### src/sv/rbst_pkg.sv
`default_nettype none
// ----------------------------------------------------------------------------
// rbst_pkg
// Shared widths, types and helpers for the ray/box slab test pipeline.
// ----------------------------------------------------------------------------
package rbst_pkg;

  localparam int CoordWidth  = 32;
  localparam int FracBits    = 16;
  localparam int QuotWidth   = CoordWidth + 1;
  localparam int DivdWidth   = CoordWidth + 1 + FracBits;
  localparam int NumLanes    = 6;
  localparam int NumAxes     = 3;
  localparam int NumDivSteps = QuotWidth;

  typedef logic signed [CoordWidth-1:0] coord_t;

  // One plane divider lane; acc shifts dividend bits out and quotient bits in.
  typedef struct packed {
    logic                  neg;
    logic                  ovf;
    logic [CoordWidth-1:0] den;
    logic [CoordWidth-1:0] rem;
    logic [QuotWidth-1:0]  acc;
  } lane_t;

  typedef struct packed {
    logic zero;
    logic in_range;
  } axis_t;

  // Lane 2k is the low plane of axis k, lane 2k+1 the high plane.
  typedef struct packed {
    lane_t [NumLanes-1:0] lane;
    axis_t [NumAxes-1:0]  axis;
  } pipe_t;

  function automatic lane_t div_step(lane_t l);
    logic [CoordWidth:0] part;
    logic [CoordWidth:0] diff;
    logic                qb;
    lane_t               o;
    o    = l;
    part = {l.rem, l.acc[QuotWidth-1]};
    diff = part - {1'b0, l.den};
    qb   = (part >= {1'b0, l.den});
    o.rem = qb ? diff[CoordWidth-1:0] : part[CoordWidth-1:0];
    o.acc = {l.acc[QuotWidth-2:0], qb};
    return o;
  endfunction

endpackage : rbst_pkg
`default_nettype wire

### src/sv/rbst_prep.sv
`default_nettype none
// ----------------------------------------------------------------------------
// rbst_prep
// Forms plane offsets, magnitudes, signs and overflow flags for six dividers.
// ----------------------------------------------------------------------------
module rbst_prep (
  input  wire logic           clk_i,
  input  wire logic           en_i,
  input  wire rbst_pkg::coord_t origin_i [3],
  input  wire rbst_pkg::coord_t dir_i    [3],
  input  wire rbst_pkg::coord_t low_i    [3],
  input  wire rbst_pkg::coord_t high_i   [3],
  output rbst_pkg::pipe_t       stage_o
);
  import rbst_pkg::*;

  pipe_t stage_d, stage_q;

  always_comb begin
    logic signed [CoordWidth:0] diff;
    logic [CoordWidth:0]        mag;
    logic                       pneg;
    logic                       dneg;
    logic [CoordWidth-1:0]      den;
    logic [DivdWidth-1:0]       divd;
    logic [CoordWidth+QuotWidth-1:0] lhs;
    coord_t                     plane;
    stage_d = '0;
    for (int k = 0; k < NumAxes; k++) begin
      stage_d.axis[k].zero     = (dir_i[k] == '0);
      stage_d.axis[k].in_range = (origin_i[k] >= low_i[k]) && (origin_i[k] <= high_i[k]);
      dneg = dir_i[k][CoordWidth-1];
      den  = dneg ? (CoordWidth'(0) - dir_i[k]) : dir_i[k];
      for (int p = 0; p < 2; p++) begin
        plane = (p == 0) ? low_i[k] : high_i[k];
        diff  = (CoordWidth+1)'(plane) - (CoordWidth+1)'(origin_i[k]);
        pneg  = diff[CoordWidth];
        mag   = pneg ? ((CoordWidth+1)'(0) - diff) : diff;
        divd  = DivdWidth'({mag, {FracBits{1'b0}}});
        lhs   = (CoordWidth+QuotWidth)'(divd);
        stage_d.lane[2*k+p].neg = pneg ^ dneg;
        // quotient needs more than QuotWidth bits: saturate
        stage_d.lane[2*k+p].ovf = (lhs >= {den, {QuotWidth{1'b0}}});
        stage_d.lane[2*k+p].den = den;
        stage_d.lane[2*k+p].rem = CoordWidth'(divd >> QuotWidth);
        stage_d.lane[2*k+p].acc = divd[QuotWidth-1:0];
      end
    end
  end

  always_ff @(posedge clk_i) begin
    if (en_i) begin
      stage_q <= stage_d;
    end
  end

  assign stage_o = stage_q;
endmodule : rbst_prep
`default_nettype wire

### config.mk
export PLATFORM = sky130hd
export DESIGN_NAME = rbst_prep
export DESIGN_NICKNAME = d
export VERILOG_FILES = /design/src/sv/rbst_pkg.sv /design/src/sv/rbst_prep.sv
export SDC_FILE = /design/constraint.sdc
export NUM_CORES = 1
export LEC_CHECK = 0
export BUFFER_PORTS_ARGS = -buffer_cell sky130_fd_sc_hd__buf_4
export CAP_MARGIN = 20
export CORE_AREA = 4 4 383 385
export DETAILED_ROUTE_END_ITERATION = 12
export DIE_AREA = 0 0 387 389
export GPL_ROUTABILITY_DRIVEN = 0
export PLACE_DENSITY = 0.52
export SLEW_MARGIN = 20
export SYNTH_ARGS = -nofsm -noshare
export SYNTH_HDL_FRONTEND = slang
export SYNTH_SLANG_ARGS = --single-unit
### constraint.sdc
create_clock -name clk_i -period 18.7 [get_ports clk_i]
set_clock_uncertainty 0.2 [all_clocks]
set_input_delay 1.87 -clock clk_i [delete_from_list [all_inputs] [get_ports clk_i]]
set_output_delay 1.87 -clock clk_i [all_outputs]
set_load 0.01 [all_outputs]
* Word level (Yosys, flattened, before mapping) *
Index checks and enable logic that the tools add are counted.

storage, ports and cells
  bits in registers = 312
  input port bits = 386

cells by class
  $add $sub $neg = 15
  order comparisons = 12
  muxes and demuxes = 9
  bitwise logic cells = 6
  reductions and logical operators = 6

operators by type and width
  kind                                                count
  >= comparator 49 x 65 -> 1 bit                      6
  two-way mux 33 bit                                  6
  subtractor 1 x 33 -> 33 bit (first input constant)  6
  subtractor 32 x 32 -> 33 bit                        6
  >= comparator 32 bit                                3
  <= comparator 32 bit                                3
  zero test 32 bit                                    3
  two-way mux 32 bit                                  3
  subtractor 1 x 32 -> 32 bit (first input constant)  3
  XOR 1 bit                                           6
  logical AND 1 bit                                   3

* Depth between registers and ports, before layout *
Gate-level depths: netlist of run 1.

  depth in word-level cells = 4
  depth in mapped cells = 26
  gate-level depth less buffers = 25

* Worst setup path after synthesis of run 1 *
Ideal clock, no wire load.

  path kind = input-to-reg
  from = input port low_i[64] in the netlist's numbering
  to = register stage_q, in the netlist stage_o[103] (data pin)
  arrival = 7033 ps
  slack = 11287 ps
  stages = 22
  buffers on the path = 0
  cells stage by stage = inv_1 > ha_1 > fa_1 > nand2b_1 > a211oi_1 > nand2b_1 > xor2_1 > or3b_1 > or4b_4 > nor2_1 > nand2_1 > nor3_1 > a31oi_1 > xor2_1 > ha_1 > nand3_1 > nor2_1 > nand2_1 > or4_1 > or4_1 > or3_1 > o41ai_2

RTL lines
  item                  RTL line         source
  start, declared       rbst_prep.sv:11  input wire rbst_pkg::coord_t low_i [3],
  end signal, assigned  rbst_prep.sv:53  stage_q <= stage_d;
  end, declared         rbst_prep.sv:17  pipe_t stage_d, stage_q;

==> run_results.csv, run 1 <==
group,metric,value,unit
floorplanning,row_count,139,
placed_design,placed_cells,6400,
detailed_routing,wl,151.1,mm
detailed_routing,via_per_inst,5.022,
timing,setup_viol,0,
clocking,clockRootBuffer,"clkbuf_16",
outcome,status,"finished clean",
clocking,cts_hold_buffers,0,
timing,fin_crit_sh,43.41,%
global_route,grt_overflow_total,0,
logic_synthesis,synth_area,33670,um2
critical_path,crit_arrival,8.35,ns
power_and_ir_drop,p_sw,0.001458,W
floorplanning,io_pins,986,
final_layout,drive_above_1_share,21.22,%
clocking,cts.clk_slew.worst_paths,0.06,ns
global_route,first_global_vias,30510,
global_route,grt_pass1_wl,212.3,mm
flow_run,maxCapViolCount,0,
power_and_ir_drop,p_per_area,86.94,nW/um2
logic_synthesis,ys_seq_area_share,27.83,%
timing,maxSlewViolCount,0,
detailed_routing,dr.pass1.iters,6,
logic_synthesis,synthCells,3909,
timing,setup_tns,0,ns
detailed_routing,dr_total_vias,32590,
power_and_ir_drop,p_seq_share,28.4,%
critical_path,crit_slowest_cell,"nor4_1",
critical_path,critPathLaunchType,"primary input",
floorplanning,die_area,150500,um2
min_path,hold_class,"in2reg",
clocking,clock_sinks,312,
floorplanning,start_util,23.52,%
logic_synthesis,ys_ff_latch,312,
global_route,antenna_found_initial,8,
clocking,cts-htree-levels,2,
logic_synthesis,ys_warn_count,0,
clocking,cts_tree,"done",
min_path,hold_depth,1,
power_and_ir_drop,p_clk_share,26.1,%
critical_path,crit_chain,"buf_4 -> inv_1 -> ha_1 -> inv_1 -> a221o_1 -> a211oi_1 -> and2_1 -> o211ai_1 -> nor4_1 -> nand4b_1 -> nor2_1 -> nand3b_1 -> or4_1 -> nor4_1 -> ha_1 -> nand4_1 -> nor2_1 -> nand4_1 -> nor3_1 -> o2111ai_1 -> o32ai_1",
power_and_ir_drop,comb_power_share,45.5,%
logic_synthesis,ys.flop_type,"edfxtp_1",
timing,tightest_slew,1.119,ns
critical_path,worstSetupPathType,"in2reg",
critical_path,crit_required,18.94,ns
logic_synthesis,synth_top_area_share,27.83,%
final_layout,fin_cells,6489,
min_path,min_from,"dir_i[0]",
floorplanning,die_y,389,um
global_route,grtUsageTotal,18.78,%
logic_synthesis,synth.distinct_cells,101,
detailed_routing,post-route-drc-count,0,
final_layout,largest_reg_flops,312,
timing,rsz0062_at_grt,"false",
timing,fin_crit,8.117,ns
power_and_ir_drop,internal_power,0.002180,W
final_layout,area_delta_synth_final,24.29,%
power_and_ir_drop,vdd_ir_drop_max,0.06789,mV
placed_design,port_buffers,793,
placed_design,hpwl,128.9,mm
logic_synthesis,synth_edf_count,312,
clocking,post_cts_buffers,0,
floorplanning,coreArea,143100,um2
final_layout,final_util,29.24,%
global_route,grt_max_degree,100,
critical_path,worstPathMaxFanout,11,
timing,hold_viol_final,0,
detailed_routing,ant_nets,0,
power_and_ir_drop,leakage,17.73,nW
timing,max_freq,0.1232,GHz
clocking,cts_resized,0,
floorplanning,dieWidth,387,um
logic_synthesis,synth.largest_area_cell,"edfxtp_1",
clocking,cts_buffers,46,
critical_path,slowest_delay,0.66,ns
critical_path,end_kind,"register",
logic_synthesis,async_flop_share,0,%
power_and_ir_drop,swShare,40.08,%
logic_synthesis,synth_area_leaders,"edfxtp_1 (28%), ha_1 (11%), xnor2_1 (6.9%), buf_4 (6.4%), a21oi_1 (3.8%)",
logic_synthesis,avgSynthCellArea,8.613,um2
min_path,hold_end,"stage_o[566]",
timing,slew_headroom,24.33,%
final_layout,nNetsFinal,5241,
detailed_routing,routedWlPerCell,23.29,um
clocking,clk_path_buf_depth,3,
detailed_routing,drt-initial-drc-count,2437,
-- power by group through the flow --
stage                     Clock [W]  Sequential, W  Combinational [W]
after floorplan                   0        0.00107           0.000936
after global placement            0        0.00105            0.00163
after detailed placement          0        0.00105            0.00164
after CTS                  0.000988        0.00104            0.00165
after global routing        0.00102        0.00104            0.00179
final                      0.000951        0.00103            0.00165
-- critical path: cells and delay by family --
family                   cells  cell delay (ns)
AND/OR/NAND/NOR             11             3.77
buffers and inverters        3             0.25
adder cells (fa/ha/maj)      2             0.77
AO/OA/AOI/OAI                5             1.69
-- how the worst max path moves through the flow --
stage / startpoint / to / slack (ns) / cells after the start
detailed placement: origin_i[36] / stage_o[301] / 9.84 / 21
floorplan: low_i[64] / stage_o[103] / 11.29 / 22
CTS: origin_i[36] / stage_o[301] / 10.52 / 21
global route: origin_i[38] / stage_o[301] / 10.04 / 21
global placement: origin_i[37] / stage_o[301] / 9.92 / 21
finish: origin_i[37] / stage_o[301] / 10.58 / 21
-- layout make-up --
type	instances	area, um2
Antenna cell	5	12.51
Clock inverter	29	417.9
Sequential cell	312	9369
Clock buffer	54	1181
Tap cell	1903	2381
Fill cell	15270	101300
Inverter	240	900.9
Multi-Input combinational cell	3139	21520
Timing Repair Buffer	807	6063
-- routing by layer --
layer | vias up | wire (um) | GRT usage (%)
met5 | - | 69 | 0
met4 | 10 | 5892 | 6.865
met3 | 202 | 11810 | 4.018
met2 | 1485 | 70160 | 31.18
met1 | 15650 | 63190 | 23.96
li1 | 15240 | - | -
-- synth_stat cells, drive strengths merged (16+ instances only) --
cell / number
edfxtp: 312
ha: 303
buf: 298
nor2: 276
xnor2: 264
a21oi: 257
nand2: 244
inv: 239
o21ai: 204
xor2: 135
clkbuf: 111
nor3: 105
a21o: 100
nand3: 82
nand4: 65
nor4: 62
nand2b: 56
o31ai: 54
o21a: 52
a31oi: 48
a211oi: 40
or3: 38
and3: 35
o211ai: 35
nor2b: 34
or2: 34
o21bai: 31
or4: 30
and2: 25
o41ai: 25
a2111oi: 17
nor3b: 17
a211o: 16
-- cells by family (layout without fill, tap and decap cells) --
logic type,count (synthesis),in the layout,share of synthesized area [%]
muxes,28,28,0.8845
xor gates and xnor gates,399,399,10.40
adders and majority gates,309,309,11.62
buffers and inverters,649,1130,10.51
other,1,197,0.01114
AOI/OAI and AO/OA,1041,1041,20.61
DFF,312,312,27.83
and+or+nand+nor,1170,1170,18.14
-- layout by cell type, fill, tap and decap left out, types with 46 or more instances in the layout --
master	n
a21o_1	100
a21oi_1	257
a31oi_1	47
buf_4	805
clkbuf_16	46
conb_1	192
edfxtp_1	312
ha_1	303
inv_1	239
nand2_1	244
nand2b_1	56
nand3_1	80
nand4_1	64
nor2_1	275
nor3_1	103
nor4_1	59
o21a_1	52
o21ai_0	200
o31ai_1	53
xnor2_1	264
xor2_1	134
-- through the flow --
stage / instance area (um2) / total power, W / hold slack (ns) / setup WS [ns]
2_1_floorplan: 34380 / 0.002005 / 1.769 / 11.29
4_1_cts: 41820 / 0.003671 / 1.275 / 10.52
3_5_place_dp: 40220 / 0.002686 / 1.968 / 9.836
3_3_place_gp: 40220 / 0.002678 / 1.974 / 9.919
5_1_grt: 41840 / 0.003852 / 1.301 / 10.04
6_report: 41850 / 0.003638 / 1.351 / 10.58
Note: power is estimated with default switching activity, not from simulation.
==> inputs of run 2 (changes only) <==
Clock period 18.7 ns to 8.15 ns, I/O delays scaled along.
==> run 2 against run 1 <==
Compared with the run above: setup slack worse by 9.3 ns; largest cell class unchanged; highest routed layer unchanged; clock power rose by 120%; critical path depth unchanged; flip-flop and latch count unchanged; routed wire length about the same; total power rose by 130%; non-clock buffer count rose by 5.
==> run_results.csv, run 2 (synthesis gave the netlist of run 1 again) <==
group,metric,value,unit
timing,hold_ws,0.2922,ns
clocking,clock_sinks,312,
critical_path,worstSetupPathType,"in2reg",
placed_design,placed_cells,6406,
final_layout,drive_above_1_share,21.34,%
timing,maxSlewViolCount,0,
min_path,hold_end,"stage_o[566]",
critical_path,crit_required,8.35,ns
clocking,clk_path_buf_depth,3,
timing,setup_viol,0,
detailed_routing,wl_met3,11.25,mm
power_and_ir_drop,leakage,17.73,nW
floorplanning,dieWidth,387,um
detailed_routing,route.met2.wl,71.51,mm
floorplanning,coreArea,143100,um2
global_route,grtUsageTotal,18.90,%
floorplanning,row_count,139,
final_layout,mostFrequentLayoutCells,"buf_4 (810), edfxtp_1 (312), ha_1 (303)",
final_layout,fin_cells,6493,
power_and_ir_drop,p_per_area,197.2,nW/um2
critical_path,critPathLaunchType,"primary input",
detailed_routing,dr.pass1.iters,6,
floorplanning,die_area,150500,um2
clocking,post_cts_buffers,0,
detailed_routing,route.top_layer_used,"met5",
clocking,cts_hold_buffers,0,
min_path,hold_class,"in2reg",
critical_path,worstPathMaxFanout,8,
detailed_routing,drt-initial-drc-count,2393,
critical_path,crit_arrival,7.11,ns
final_layout,largest_reg_flops,312,
clocking,cts-htree-levels,2,
detailed_routing,post-route-drc-count,0,
timing,tightest_slew,1.005,ns
timing,setup_tns,0,ns
placed_design,hpwl,128.9,mm
detailed_routing,routedWlPerCell,23.28,um
detailed_routing,dr_total_vias,32480,
global_route,grt_max_degree,133,
global_route,antenna_found_initial,8,
timing,rsz0062_at_grt,"false",
clocking,cts.clk_slew.worst_paths,0.06,ns
power_and_ir_drop,vdd_ir_drop_max,0.1536,mV
critical_path,end_kind,"register",
floorplanning,start_util,23.52,%
min_path,hold_depth,1,
power_and_ir_drop,power,0.008246,W
timing,slew_headroom,33.02,%
clocking,cts_buffers,46,
floorplanning,die_y,389,um
timing,hold_viol_final,0,
timing,max_freq,0.1448,GHz
detailed_routing,wl_met1,62.25,mm
global_route,first_global_vias,30740,
min_path,min_from,"dir_i[0]",
placed_design,port_buffers,793,
clocking,clockRootBuffer,"clkbuf_16",
detailed_routing,ant_nets,0,
clocking,cts_tree,"done",
final_layout,final_util,29.21,%
floorplanning,io_pins,986,
global_route,grt_overflow_total,0,
final_layout,area_delta_synth_final,24.19,%
flow_run,maxCapViolCount,0,
outcome,status,"finished clean",
timing,fin_crit,6.905,ns
clocking,cts_resized,0,
detailed_routing,wl,151.2,mm
global_route,grt_pass1_wl,213.3,mm
detailed_routing,via_per_inst,5.002,
final_layout,nNetsFinal,5246,
timing,fin_crit_sh,84.73,%
final_layout,layout_commonest_cell,"buf_4",
## run 2: cell count changes in the layout (fill, tap and decap cells not counted), moves of 2 or more
cell / change
bufinv_16: -3
inv_6: +5
buf_4: +5
diode_2: -3
clkinv_2: +2
inv_16: -2
clkinv_1: +4
clkbuf_1: -5
## run 2: worst max-delay path, stage by stage
cell and delay, ns:
buf_4 0.11, inv_1 0.20, ha_1 0.33, nor2b_1 0.17
o31a_1 0.28, o31a_1 0.29, a221oi_2 0.68, o21bai_1 0.24
xor2_1 0.23, or3_1 0.43, nor3_1 0.50, nand4b_1 0.32
or3_1 0.38, nor4_1 0.47, ha_1 0.25, nand4_1 0.15
nor4_1 0.31, nand4_1 0.22, nor4_1 0.23, nand4b_1 0.16
o41ai_1 0.34
## run 2: where the power goes
group / leakage, nW / internal (W) / switching (W)
combinational: 13.9 / 0.00151 / 0.00229
sequential: 3.05 / 0.00218 / 0.000177
clock: 0.741 / 0.00121 / 0.000877
total: 17.7 / 0.00490 / 0.00334
## run 2: stage by stage
| step | setup WS, ns | cell area, um2 |
|---|---|---|
| 2_1_floorplan | 1.792 | 34380 |
| 3_3_place_gp | 0.8764 | 40280 |
| 3_5_place_dp | 0.7065 | 40280 |
| 4_1_cts | 1.354 | 41810 |
| 5_1_grt | 0.7727 | 41810 |
| 6_report | 1.245 | 41810 |
## run 2: metal layers
metal / vias to the layer above / global-route usage [%]
met5: - / 0
met4: 10 / 7.091
met3: 195 / 4.081
met2: 1393 / 32.01
met1: 15610 / 23.52
li1: 15270 / -
## run 2: final cells by class
type / count / area, um2
diodes: 2 / 5.005
fillers: 15310 / 101300
clock inverters: 36 / 364.1
flip-flops and latches: 312 / 9369
repair buffers: 812 / 6116
inverters: 240 / 900.9
multi-input cells: 3139 / 21510
clock buffers: 49 / 1162
well taps: 1903 / 2381
## run 2: worst max path at each step
stage | start | endpoint | depth (start not counted)
5_1_grt | origin_i[38] | stage_o[301] | 21
6_report | origin_i[66] | stage_o[202] | 21
4_1_cts | origin_i[32] | stage_o[301] | 21
3_3_place_gp | origin_i[32] | stage_o[301] | 21
3_5_place_dp | origin_i[66] | stage_o[202] | 21
2_1_floorplan | low_i[64] | stage_o[103] | 22
